--- config.mk ---
export PLATFORM = sky130hd
export DESIGN_NAME = x86_page_table_walker_flat
export DESIGN_NICKNAME = d
export VERILOG_FILES = /design/src/design/ptw_pkg.sv /design/src/design/ptw_in_if.sv /design/src/design/ptw_out_if.sv /design/src/design/ptw_step.sv /design/src/design/x86_page_table_walker.sv /design/src/flat_wrapper.sv
export SDC_FILE = /design/constraint.sdc
export NUM_CORES = 1
export LEC_CHECK = 0
export BUFFER_PORTS_ARGS = -buffer_cell sky130_fd_sc_hd__buf_2
export CAP_MARGIN = 20
export CORE_AREA = 2 2 197 199
export CTS_CLUSTER_DIAMETER = 50
export DETAILED_ROUTE_END_ITERATION = 8
export DIE_AREA = 0 0 199 201
export GPL_TIMING_DRIVEN = 1
export SLEW_MARGIN = 10
export SYNTH_ARGS = -nofsm -noshare
export SYNTH_HDL_FRONTEND = slang
export SYNTH_SLANG_ARGS = --single-unit
--- constraint.sdc ---
create_clock -name i_clk -period 7.9 [get_ports i_clk]
set_input_delay 1.58 -clock i_clk [delete_from_list [all_inputs] [get_ports i_clk]]
set_output_delay 1.58 -clock i_clk [all_outputs]
set_load 0.005 [all_outputs]
--- src/design/ptw_pkg.sv ---
`timescale 1ns / 1ps
// Shared types and constants for the x86 page table walker.
package ptw_pkg;

    localparam int ADDR_W = 52;
    localparam int VA_W   = 48;
    localparam int LVL_W  = 3;

    typedef enum logic [1:0] {
        MODE_CLASSIC = 2'd0,
        MODE_PAE     = 2'd1,
        MODE_LONG    = 2'd2,
        MODE_NONE    = 2'd3
    } t_mode;

    localparam logic OP_TRANSLATE = 1'b0;
    localparam logic OP_RESPONSE  = 1'b1;

    localparam logic KIND_READ = 1'b0;
    localparam logic KIND_DONE = 1'b1;

    localparam logic CFG_MODE = 1'b0;
    localparam logic CFG_ROOT = 1'b1;

    localparam int BIT_PRESENT = 0;
    localparam int BIT_LARGE   = 7;

    typedef struct packed {
        logic              kind;
        logic [ADDR_W-1:0] entry_address;
        logic              entry_wide;
        logic              mapped;
        logic              large_page;
        logic [ADDR_W-1:0] translated_address;
    } t_result;

    typedef struct packed {
        logic             emit;
        logic             busy;
        logic [LVL_W-1:0] level;
        t_result          res;
    } t_step;

endpackage

--- src/design/ptw_in_if.sv ---
`timescale 1ns / 1ps
// Input channel: translate requests and memory read responses.
interface ptw_in_if;
    logic        valid;
    logic        ready;
    logic        opcode;
    logic [63:0] virtual_address;
    logic [63:0] entry_data;

    modport source (output valid, output opcode, output virtual_address,
                    output entry_data, input ready);
    modport sink   (input valid, input opcode, input virtual_address,
                    input entry_data, output ready);
endinterface

--- src/design/ptw_out_if.sv ---
`timescale 1ns / 1ps
// Output channel: entry read requests and walk results.
interface ptw_out_if;
    logic        valid;
    logic        ready;
    logic        result_kind;
    logic [51:0] entry_address;
    logic        entry_wide;
    logic        mapped;
    logic        large_page;
    logic [51:0] translated_address;

    modport source (output valid, output result_kind, output entry_address,
                    output entry_wide, output mapped, output large_page,
                    output translated_address, input ready);
    modport sink   (input valid, input result_kind, input entry_address,
                    input entry_wide, input mapped, input large_page,
                    input translated_address, output ready);
endinterface

--- src/design/ptw_step.sv ---
`timescale 1ns / 1ps
// One walk step: next read address or final translation from the current item and walk state.
module ptw_step #(
    parameter int PHYS_ADDR_BITS = 52
) (
    input  ptw_pkg::t_mode                 i_mode,
    input  logic [ptw_pkg::ADDR_W-1:0]     i_root,
    input  logic                           i_busy,
    input  logic [ptw_pkg::LVL_W-1:0]      i_level,
    input  logic [ptw_pkg::VA_W-1:0]       i_held_va,
    input  logic                           i_opcode,
    input  logic [63:0]                    i_va,
    input  logic [63:0]                    i_entry,
    output ptw_pkg::t_step                 o_step
);

    localparam logic [ptw_pkg::ADDR_W-1:0] PhysMask =
        {ptw_pkg::ADDR_W{1'b1}} >> (ptw_pkg::ADDR_W - PHYS_ADDR_BITS);
    localparam logic [ptw_pkg::ADDR_W-1:0] PageMask = ~ptw_pkg::ADDR_W'(12'hfff);
    localparam logic [ptw_pkg::ADDR_W-1:0] LargeMask = ~ptw_pkg::ADDR_W'(21'h1fffff);
    localparam logic [ptw_pkg::ADDR_W-1:0] RootMask = ~ptw_pkg::ADDR_W'(5'h1f);

    function automatic ptw_pkg::t_result f_read(logic [ptw_pkg::ADDR_W-1:0] a, logic w);
        ptw_pkg::t_result r;
        r               = '0;
        r.kind          = ptw_pkg::KIND_READ;
        r.entry_address = a;
        r.entry_wide    = w;
        return r;
    endfunction

    function automatic ptw_pkg::t_result f_done(logic lg, logic [ptw_pkg::ADDR_W-1:0] pa);
        ptw_pkg::t_result r;
        r                    = '0;
        r.kind               = ptw_pkg::KIND_DONE;
        r.mapped             = 1'b1;
        r.large_page         = lg;
        r.translated_address = pa;
        return r;
    endfunction

    function automatic ptw_pkg::t_result f_fault();
        ptw_pkg::t_result r;
        r      = '0;
        r.kind = ptw_pkg::KIND_DONE;
        return r;
    endfunction

    logic [31:0]                 root32;
    logic [31:0]                 a_cl0;
    logic [31:0]                 a_pae0;
    logic [ptw_pkg::ADDR_W-1:0]  a_long0;
    logic [31:0]                 e32;
    logic [31:0]                 a_cl1;
    logic [ptw_pkg::ADDR_W-1:0]  frame;
    logic [ptw_pkg::LVL_W-1:0]   nxt_lvl;
    logic [ptw_pkg::LVL_W-1:0]   last_lvl;
    logic [8:0]                  idx;
    logic [ptw_pkg::ADDR_W-1:0]  a_wide;
    logic                        present;

    assign root32  = {i_root[31:5], 5'b0};
    assign a_cl0   = root32 + {20'b0, i_va[31:22], 2'b0};
    assign a_pae0  = root32 + {27'b0, i_va[31:30], 3'b0};
    assign a_long0 = ((i_root & PhysMask & RootMask) + {40'b0, i_va[47:39], 3'b0}) & PhysMask;

    assign e32     = i_entry[31:0];
    assign a_cl1   = {e32[31:12], 12'b0} + {20'b0, i_held_va[21:12], 2'b0};
    assign frame   = i_entry[ptw_pkg::ADDR_W-1:0] & PhysMask & PageMask;
    assign nxt_lvl = i_level + ptw_pkg::LVL_W'(1);
    assign last_lvl = (i_mode == ptw_pkg::MODE_PAE) ? ptw_pkg::LVL_W'(2) : ptw_pkg::LVL_W'(3);
    assign a_wide  = frame + {40'b0, idx, 3'b0};

    always_comb begin
        if (i_mode == ptw_pkg::MODE_PAE) begin
            idx = (nxt_lvl == ptw_pkg::LVL_W'(1)) ? i_held_va[29:21] : i_held_va[20:12];
        end else begin
            case (nxt_lvl)
                ptw_pkg::LVL_W'(1): idx = i_held_va[38:30];
                ptw_pkg::LVL_W'(2): idx = i_held_va[29:21];
                default:            idx = i_held_va[20:12];
            endcase
        end
    end

    always_comb begin
        present      = i_entry[ptw_pkg::BIT_PRESENT];
        o_step       = '0;
        o_step.busy  = i_busy;
        o_step.level = i_level;
        o_step.res   = f_fault();
        if (i_opcode == ptw_pkg::OP_TRANSLATE) begin
            o_step.emit  = 1'b1;
            o_step.busy  = 1'b1;
            o_step.level = '0;
            case (i_mode)
                ptw_pkg::MODE_CLASSIC: o_step.res = f_read({20'b0, a_cl0}, 1'b0);
                ptw_pkg::MODE_PAE:     o_step.res = f_read({20'b0, a_pae0}, 1'b1);
                ptw_pkg::MODE_LONG:    o_step.res = f_read(a_long0, 1'b1);
                default: begin
                    o_step.busy = 1'b0;
                end
            endcase
        end else if (i_busy) begin
            o_step.emit  = 1'b1;
            o_step.busy  = 1'b0;
            o_step.level = '0;
            case (i_mode)
                ptw_pkg::MODE_CLASSIC: begin
                    if (i_level <= ptw_pkg::LVL_W'(1) && present) begin
                        if (i_level == '0) begin
                            if (e32[ptw_pkg::BIT_LARGE]) begin
                                o_step.res = f_done(1'b1,
                                    {20'b0, e32[31:22], i_held_va[21:0]});
                            end else begin
                                o_step.busy  = 1'b1;
                                o_step.level = ptw_pkg::LVL_W'(1);
                                o_step.res   = f_read({20'b0, a_cl1}, 1'b0);
                            end
                        end else begin
                            o_step.res = f_done(1'b0, {20'b0, e32[31:12], i_held_va[11:0]});
                        end
                    end
                end
                ptw_pkg::MODE_PAE, ptw_pkg::MODE_LONG: begin
                    if (i_level <= last_lvl && present) begin
                        if (i_mode == ptw_pkg::MODE_PAE && i_level == ptw_pkg::LVL_W'(1)
                                && i_entry[ptw_pkg::BIT_LARGE]) begin
                            o_step.res = f_done(1'b1, (frame & LargeMask)
                                | {31'b0, i_held_va[20:0]});
                        end else if (i_level == last_lvl) begin
                            o_step.res = f_done(1'b0, frame | {40'b0, i_held_va[11:0]});
                        end else begin
                            o_step.busy  = 1'b1;
                            o_step.level = nxt_lvl;
                            o_step.res   = f_read(a_wide, 1'b1);
                        end
                    end
                end
                default: begin
                    o_step.res = f_fault();
                end
            endcase
        end
    end

endmodule

--- src/design/x86_page_table_walker.sv ---
`timescale 1ns / 1ps
// Top level of the x86 page table walker: walk state, config and output buffering.
//
//  channel  dir  payload                                            handshake
//  i_in     in   opcode, virtual_address, entry_data                valid/ready
//  o_out    out  result_kind, entry_address, entry_wide, mapped,    valid/ready
//                large_page, translated_address
//  i_cfg_*  in   index 0 paging_mode, index 1 table_root            write enable
//
// One item per cycle while i_in.ready is high; each result is registered.
// The walk step is a single combinational pass from walk state and item into the
// output register; a skid register behind it keeps ready independent of o_out.ready.
// Synchronous active-low reset clears busy, level, config and both valid flags.
// i_in.ready drops only while the skid register holds a result.
module x86_page_table_walker #(
    parameter int PHYS_ADDR_BITS = 52
) (
    input  logic                       i_clk,
    input  logic                       i_rst_n,
    input  logic                       i_cfg_we,
    input  logic                       i_cfg_index,
    input  logic [ptw_pkg::ADDR_W-1:0] i_cfg_data,
    ptw_in_if.sink                     i_in,
    ptw_out_if.source                  o_out
);

    ptw_pkg::t_mode                r_mode;
    logic [ptw_pkg::ADDR_W-1:0]    r_root;
    logic                          r_busy;
    logic [ptw_pkg::LVL_W-1:0]     r_level;
    logic [ptw_pkg::VA_W-1:0]      r_held_va;
    logic                          r_out_v;
    logic                          r_skid_v;
    ptw_pkg::t_result              r_out;
    ptw_pkg::t_result              r_skid;

    ptw_pkg::t_step                step;
    logic                          in_acc;
    logic                          push;
    logic                          out_free;
    logic                          n_out_v;
    logic                          n_skid_v;

    ptw_step #(
        .PHYS_ADDR_BITS (PHYS_ADDR_BITS)
    ) u_step (
        .i_mode    (r_mode),
        .i_root    (r_root),
        .i_busy    (r_busy),
        .i_level   (r_level),
        .i_held_va (r_held_va),
        .i_opcode  (i_in.opcode),
        .i_va      (i_in.virtual_address),
        .i_entry   (i_in.entry_data),
        .o_step    (step)
    );

    assign i_in.ready = !r_skid_v;
    assign in_acc     = i_in.valid && !r_skid_v;
    assign push       = in_acc && step.emit;
    assign out_free   = !r_out_v || o_out.ready;

    always_comb begin
        n_out_v  = r_out_v;
        n_skid_v = r_skid_v;
        if (out_free) begin
            if (r_skid_v) begin
                n_out_v  = 1'b1;
                n_skid_v = 1'b0;
            end else begin
                n_out_v = push;
            end
        end else if (push) begin
            n_skid_v = 1'b1;
        end
    end

    always_ff @(posedge i_clk) begin
        if (!i_rst_n) begin
            r_mode   <= ptw_pkg::MODE_CLASSIC;
            r_root   <= '0;
            r_busy   <= 1'b0;
            r_level  <= '0;
            r_out_v  <= 1'b0;
            r_skid_v <= 1'b0;
        end else begin
            if (i_cfg_we) begin
                case (i_cfg_index)
                    ptw_pkg::CFG_MODE: r_mode <= ptw_pkg::t_mode'(i_cfg_data[1:0]);
                    ptw_pkg::CFG_ROOT: r_root <= i_cfg_data;
                    default: ;
                endcase
            end
            if (in_acc) begin
                r_busy  <= step.busy;
                r_level <= step.level;
            end
            r_out_v  <= n_out_v;
            r_skid_v <= n_skid_v;
        end
    end

    always_ff @(posedge i_clk) begin
        if (in_acc && i_in.opcode == ptw_pkg::OP_TRANSLATE) begin
            r_held_va <= i_in.virtual_address[ptw_pkg::VA_W-1:0];
        end
        if (out_free) begin
            if (r_skid_v) begin
                r_out <= r_skid;
            end else if (push) begin
                r_out <= step.res;
            end
        end else if (push) begin
            r_skid <= step.res;
        end
    end

    assign o_out.valid              = r_out_v;
    assign o_out.result_kind        = r_out.kind;
    assign o_out.entry_address      = r_out.entry_address;
    assign o_out.entry_wide         = r_out.entry_wide;
    assign o_out.mapped             = r_out.mapped;
    assign o_out.large_page         = r_out.large_page;
    assign o_out.translated_address = r_out.translated_address;

    a_skid_behind_out: assert property (@(posedge i_clk) disable iff (!i_rst_n)
        r_skid_v |-> r_out_v)
        else $error("skid holds a result while output register is empty");

    a_idle_level_zero: assert property (@(posedge i_clk) disable iff (!i_rst_n)
        !r_busy |-> r_level == '0)
        else $error("walk level nonzero while idle");

    a_translate_starts: assert property (@(posedge i_clk) disable iff (!i_rst_n)
        (in_acc && i_in.opcode == ptw_pkg::OP_TRANSLATE && r_mode != ptw_pkg::MODE_NONE
            && !i_cfg_we)
        |=> (r_busy && r_level == '0))
        else $error("translate did not start a walk");

    a_idle_rsp_silent: assert property (@(posedge i_clk) disable iff (!i_rst_n)
        (in_acc && i_in.opcode == ptw_pkg::OP_RESPONSE && !r_busy) |-> !push)
        else $error("response while idle produced a result");

endmodule
--- src/flat_wrapper.sv ---
// flat-port wrapper written by rule: the top's interface ports become plain ports
module x86_page_table_walker_flat 
#(
    parameter int PHYS_ADDR_BITS = 52
)
  (i_clk, i_rst_n, i_cfg_we, i_cfg_index, i_cfg_data, i_in_valid, i_in_opcode, i_in_virtual_address, i_in_entry_data, i_in_ready, o_out_valid, o_out_result_kind, o_out_entry_address, o_out_entry_wide, o_out_mapped, o_out_large_page, o_out_translated_address, o_out_ready);
  ptw_in_if i_in_i ();
  ptw_out_if o_out_i ();
  input  logic i_clk;
  input  logic i_rst_n;
  input  logic i_cfg_we;
  input  logic i_cfg_index;
  input  logic [ptw_pkg::ADDR_W-1:0] i_cfg_data;
  input wire logic [$bits(i_in_i.valid)-1:0] i_in_valid;
  input wire logic [$bits(i_in_i.opcode)-1:0] i_in_opcode;
  input wire logic [$bits(i_in_i.virtual_address)-1:0] i_in_virtual_address;
  input wire logic [$bits(i_in_i.entry_data)-1:0] i_in_entry_data;
  output wire logic [$bits(i_in_i.ready)-1:0] i_in_ready;
  output wire logic [$bits(o_out_i.valid)-1:0] o_out_valid;
  output wire logic [$bits(o_out_i.result_kind)-1:0] o_out_result_kind;
  output wire logic [$bits(o_out_i.entry_address)-1:0] o_out_entry_address;
  output wire logic [$bits(o_out_i.entry_wide)-1:0] o_out_entry_wide;
  output wire logic [$bits(o_out_i.mapped)-1:0] o_out_mapped;
  output wire logic [$bits(o_out_i.large_page)-1:0] o_out_large_page;
  output wire logic [$bits(o_out_i.translated_address)-1:0] o_out_translated_address;
  input wire logic [$bits(o_out_i.ready)-1:0] o_out_ready;
  assign i_in_i.valid = i_in_valid;
  assign i_in_i.opcode = i_in_opcode;
  assign i_in_i.virtual_address = i_in_virtual_address;
  assign i_in_i.entry_data = i_in_entry_data;
  assign i_in_ready = i_in_i.ready;
  assign o_out_valid = o_out_i.valid;
  assign o_out_result_kind = o_out_i.result_kind;
  assign o_out_entry_address = o_out_i.entry_address;
  assign o_out_entry_wide = o_out_i.entry_wide;
  assign o_out_mapped = o_out_i.mapped;
  assign o_out_large_page = o_out_i.large_page;
  assign o_out_translated_address = o_out_i.translated_address;
  assign o_out_i.ready = o_out_ready;
  x86_page_table_walker #(.PHYS_ADDR_BITS(PHYS_ADDR_BITS)) u_core (.i_clk(i_clk), .i_rst_n(i_rst_n), .i_cfg_we(i_cfg_we), .i_cfg_index(i_cfg_index), .i_cfg_data(i_cfg_data), .i_in(i_in_i), .o_out(o_out_i));
endmodule
==> out/qor.txt <==
Post-synthesis instance area -> 0.01499 mm2
Max Clk Rate -> 243.8 MHz
Initial antenna violation count -> 4
Hold path depth -> 2
Layout area overhead -> 20.26%
Die area -> 0.04000 mm2
RR Startpoint -> u_core.r_level[1]
RSZ-0062 raised after global routing -> false
Crit. End Element -> flip-flop
Sequential Power Share -> 47.3%
Most frequent cells in the layout -> buf_2, edfxtp_1, nand2_1, mux2_2, dfxtp_1
CTS Buf Count -> 38
Main synth FF type -> edfxtp_1
Crit start category -> primary input
Share of the clock period used by the worst path -> 51.91%
Hold Vio Cnt, Final -> 0
R2R setup slack -> 4.41 ns
Initial Utilization -> 39.33%
Layout cells sized above 1 -> 28.02%
Core Util, Final -> 47.29%
Crit Path Class -> primary input to flip-flop
PostCTS Resize Cnt -> 0
Clock Latency Late Sink -> 0.57 ns
Commonest non-fill, non-tap cell in the layout -> buf_2
Worst r2r dst -> u_core.o_out.entry_address[28]
Synth Area in Compound Gates -> 14.94%
# hold bufs at CTS -> 0
Placed wire-length estimate -> 30820 um
Max cap viols -> 0
Sw Share -> 24.38%
WHS -> 0.4946 ns
Worst Hold End -> u_core.r_root[45]
Post-route setup TNS -> 0 ns
Setup bufs post-CTS -> 0
HP Class -> flip-flop to flip-flop
CP max stage cell -> o221ai_1
Vias -> 11390
Drt via density -> 5.460
Initial DRC count -> 994
Post-Synth Adder-Cell Area -> 2.188%
Syn. warnings -> 0
Worst vdd ir -> 0.1369 mV
Async set or reset register ratio after synthesis -> 0%
Part of the Yosys area used for sequential elements -> 57.64%
WL/cell -> 21.04 um
Synth cell types -> 77
Vias in the first global route -> 10860
Clk sinks -> 306
Slew Limit Fails -> 0
Status -> finished, final reports clean
Nets@finish -> 1746
First-pass GRT wire length -> 66020 um
CP required -> 8.17 ns
Seq cells post-synth -> 306
Die span in y -> 201 um
Syn Area/Cell -> 11.46 um2
GPL Wtd Cong -> 0.8821
Total Routed Length -> 43920 um
Post-route ant nets -> 0
Row count -> 72
I/O pin cnt -> 297
Crit-path cells -> buf_2 > ha_1 > inv_1 > fa_1 > nor2b_1 > o31ai_2 > buf_4 > a21o_1 > a221o_1 > o221ai_1 > a31oi_1
Crit-path max FO -> 11
Pin count of the biggest net entering global routing -> 82
Slowest cell delay on critical path -> 0.54 ns
Slew margin rel. -> 29.09%
Clock transition at the registers of the reported paths -> 0.06 ns
CTS Root Cell -> clkbuf_16
Fillers -> 3518
Comb pwr share -> 8.5%
GR Util All Layers -> 21.66%
Sw Pwr -> 954.7 uW
Simple-gate share of the synthesized area -> 13.98%
Critical Path AT -> 4.37 ns
Die Width -> 199 um
Pwr/cell area -> 217.2 mW/mm2
EDFF count, synth -> 251
Cell Int Power -> 2960 uW
Overall power -> 3915 uW
CTS Buffer Depth -> 3
P_leak -> 0.006664 uW
Actual slew at the worst max-slew pin -> 1.064 ns
Total grt overflow -> 0
CTS tree -> done
Drt pass-1 iters -> 8
Worst Hold Launch -> u_core.r_root[45]
Synth Area in XOR/XNOR -> 1.403%
# DRC -> 0
Clock power frac -> 44.2%
Final setup viols -> 0
Clock period minus worst slack -> 4.101 ns
Core box area -> 0.03811 mm2
Syn Inst Count -> 1308
PortBufs -> 253
Largest family of logic cells by synthesized area -> compound AO/OA/AOI/OAI gates
Reg2Reg Depth -> 8
Multiplexer share of the synthesized area -> 6.796%
Final Skew -> 0.02548 ns
Htree depth -> 2
## cells by family after synthesis
family / Yosys count
xor gates and xnor gates: 24
other: 1
AOI/OAI and AO/OA: 306
DFF: 306
muxes: 91
adders and majority gates: 25
buffers and inverters: 116
and+or+nand+nor: 439
## registers in the layout (all words and copies together) (netlist names), 2 cells and up
register	count
u_core.r_level	3
u_core.r_mode	2
u_core.o_out.translated_address	52
u_core.r_held_va	39
u_core.r_skid	106
u_core.r_root	47
u_core.o_out.entry_address	50
## worst max-delay path, delay by kind of cell
family | cells | cell delay (ns)
AO/OA/AOI/OAI | 5 | 1.54
AND/OR/NAND/NOR | 1 | 0.29
buffers and inverters | 3 | 0.35
adder cells (fa/ha/maj) | 2 | 0.60
## synthesized netlist by cell type (5+ instances only)
cell	number	share of area (%)
nor2_1	35	0.88
a222oi_1	5	0.33
o211ai_1	11	0.55
a311oi_1	5	0.29
a21oi_1	38	1.3
xnor2_1	18	1.1
clkbuf_1	77	1.9
edfxtp_1	251	50
and2_1	32	1.3
buf_2	6	0.20
a22o_1	10	0.58
nand2b_1	6	0.25
nand4_1	11	0.46
inv_1	27	0.68
o311ai_0	5	0.29
o31ai_1	8	0.40
and3_1	27	1.1
o221ai_1	27	1.6
a21o_1	5	0.25
o21ai_0	54	1.8
a31oi_1	15	0.63
mux2i_1	5	0.33
nor4_1	9	0.38
a221oi_1	9	0.53
nor2b_1	12	0.50
nor3_1	18	0.60
mux2_2	86	6.5
o22ai_1	5	0.21
a21boi_0	49	2.5
ha_1	23	1.9
xor2_1	6	0.35
a211oi_1	12	0.60
nand3_1	46	1.5
or2_2	5	0.21
nand2_1	216	5.4
dfxtp_1	55	7.3
## per-layer routing
metal  part of all wire, %  global-route usage, %  up-vias
met5                 0.020                      0        -
met4                   2.7                  7.969        2
met2                    44                  32.28      446
li1                      -                      -     5414
met3                   7.2                  3.797       65
met1                    46                  31.53     5467
## how the worst max path moves through the flow
stage | from | depth (start not counted) | slack [ns] | endpoint
floorplan | i_in_valid | 4 | 0.79 | u_core.o_out.entry_address[10]
finish | i_in_virtual_address[41] | 11 | 3.80 | u_core.o_out.entry_address[25]
global placement | i_in_virtual_address[41] | 11 | 3.31 | u_core.o_out.entry_address[25]
CTS | i_in_virtual_address[41] | 11 | 3.85 | u_core.o_out.entry_address[25]
global route | i_in_virtual_address[41] | 11 | 3.69 | u_core.o_out.entry_address[13]
detailed placement | i_in_virtual_address[41] | 11 | 3.25 | u_core.o_out.entry_address[25]
## power groups by stage
stage / registers, uW / logic [uW] / clock network [uW]
3_3_place_gp: 1880 / 329 / 0
5_1_grt: 1860 / 366 / 1840
2_1_floorplan: 1880 / 178 / 0
6_report: 1850 / 334 / 1730
4_1_cts: 1850 / 335 / 1770
3_5_place_dp: 1880 / 333 / 0
## through the flow
step,setup WS (ns),cell area (um2),std cells
after floorplan,0.7915,14990,1309
after global placement,3.310,16740,2012
after detailed placement,3.255,16740,2012
after CTS,3.851,18010,2081
after global routing,3.690,18010,2084
final,3.799,18020,2087
## layout make-up
cell class                 instances  area [um2]  share of cell area, %
sequential                       306        8638                  47.93
multi-input combinational        887        5929                  32.90
timing repair buffer             273        1416                  7.859
clock buffer                      45       998.5                  5.540
tap                              518       648.1                  3.596
clock inverter                    24       269.0                  1.493
inverter                          28       107.6                 0.5971
antenna                            6       15.01                0.08331
No activity file was read; power rests on OpenSTA's default activity.
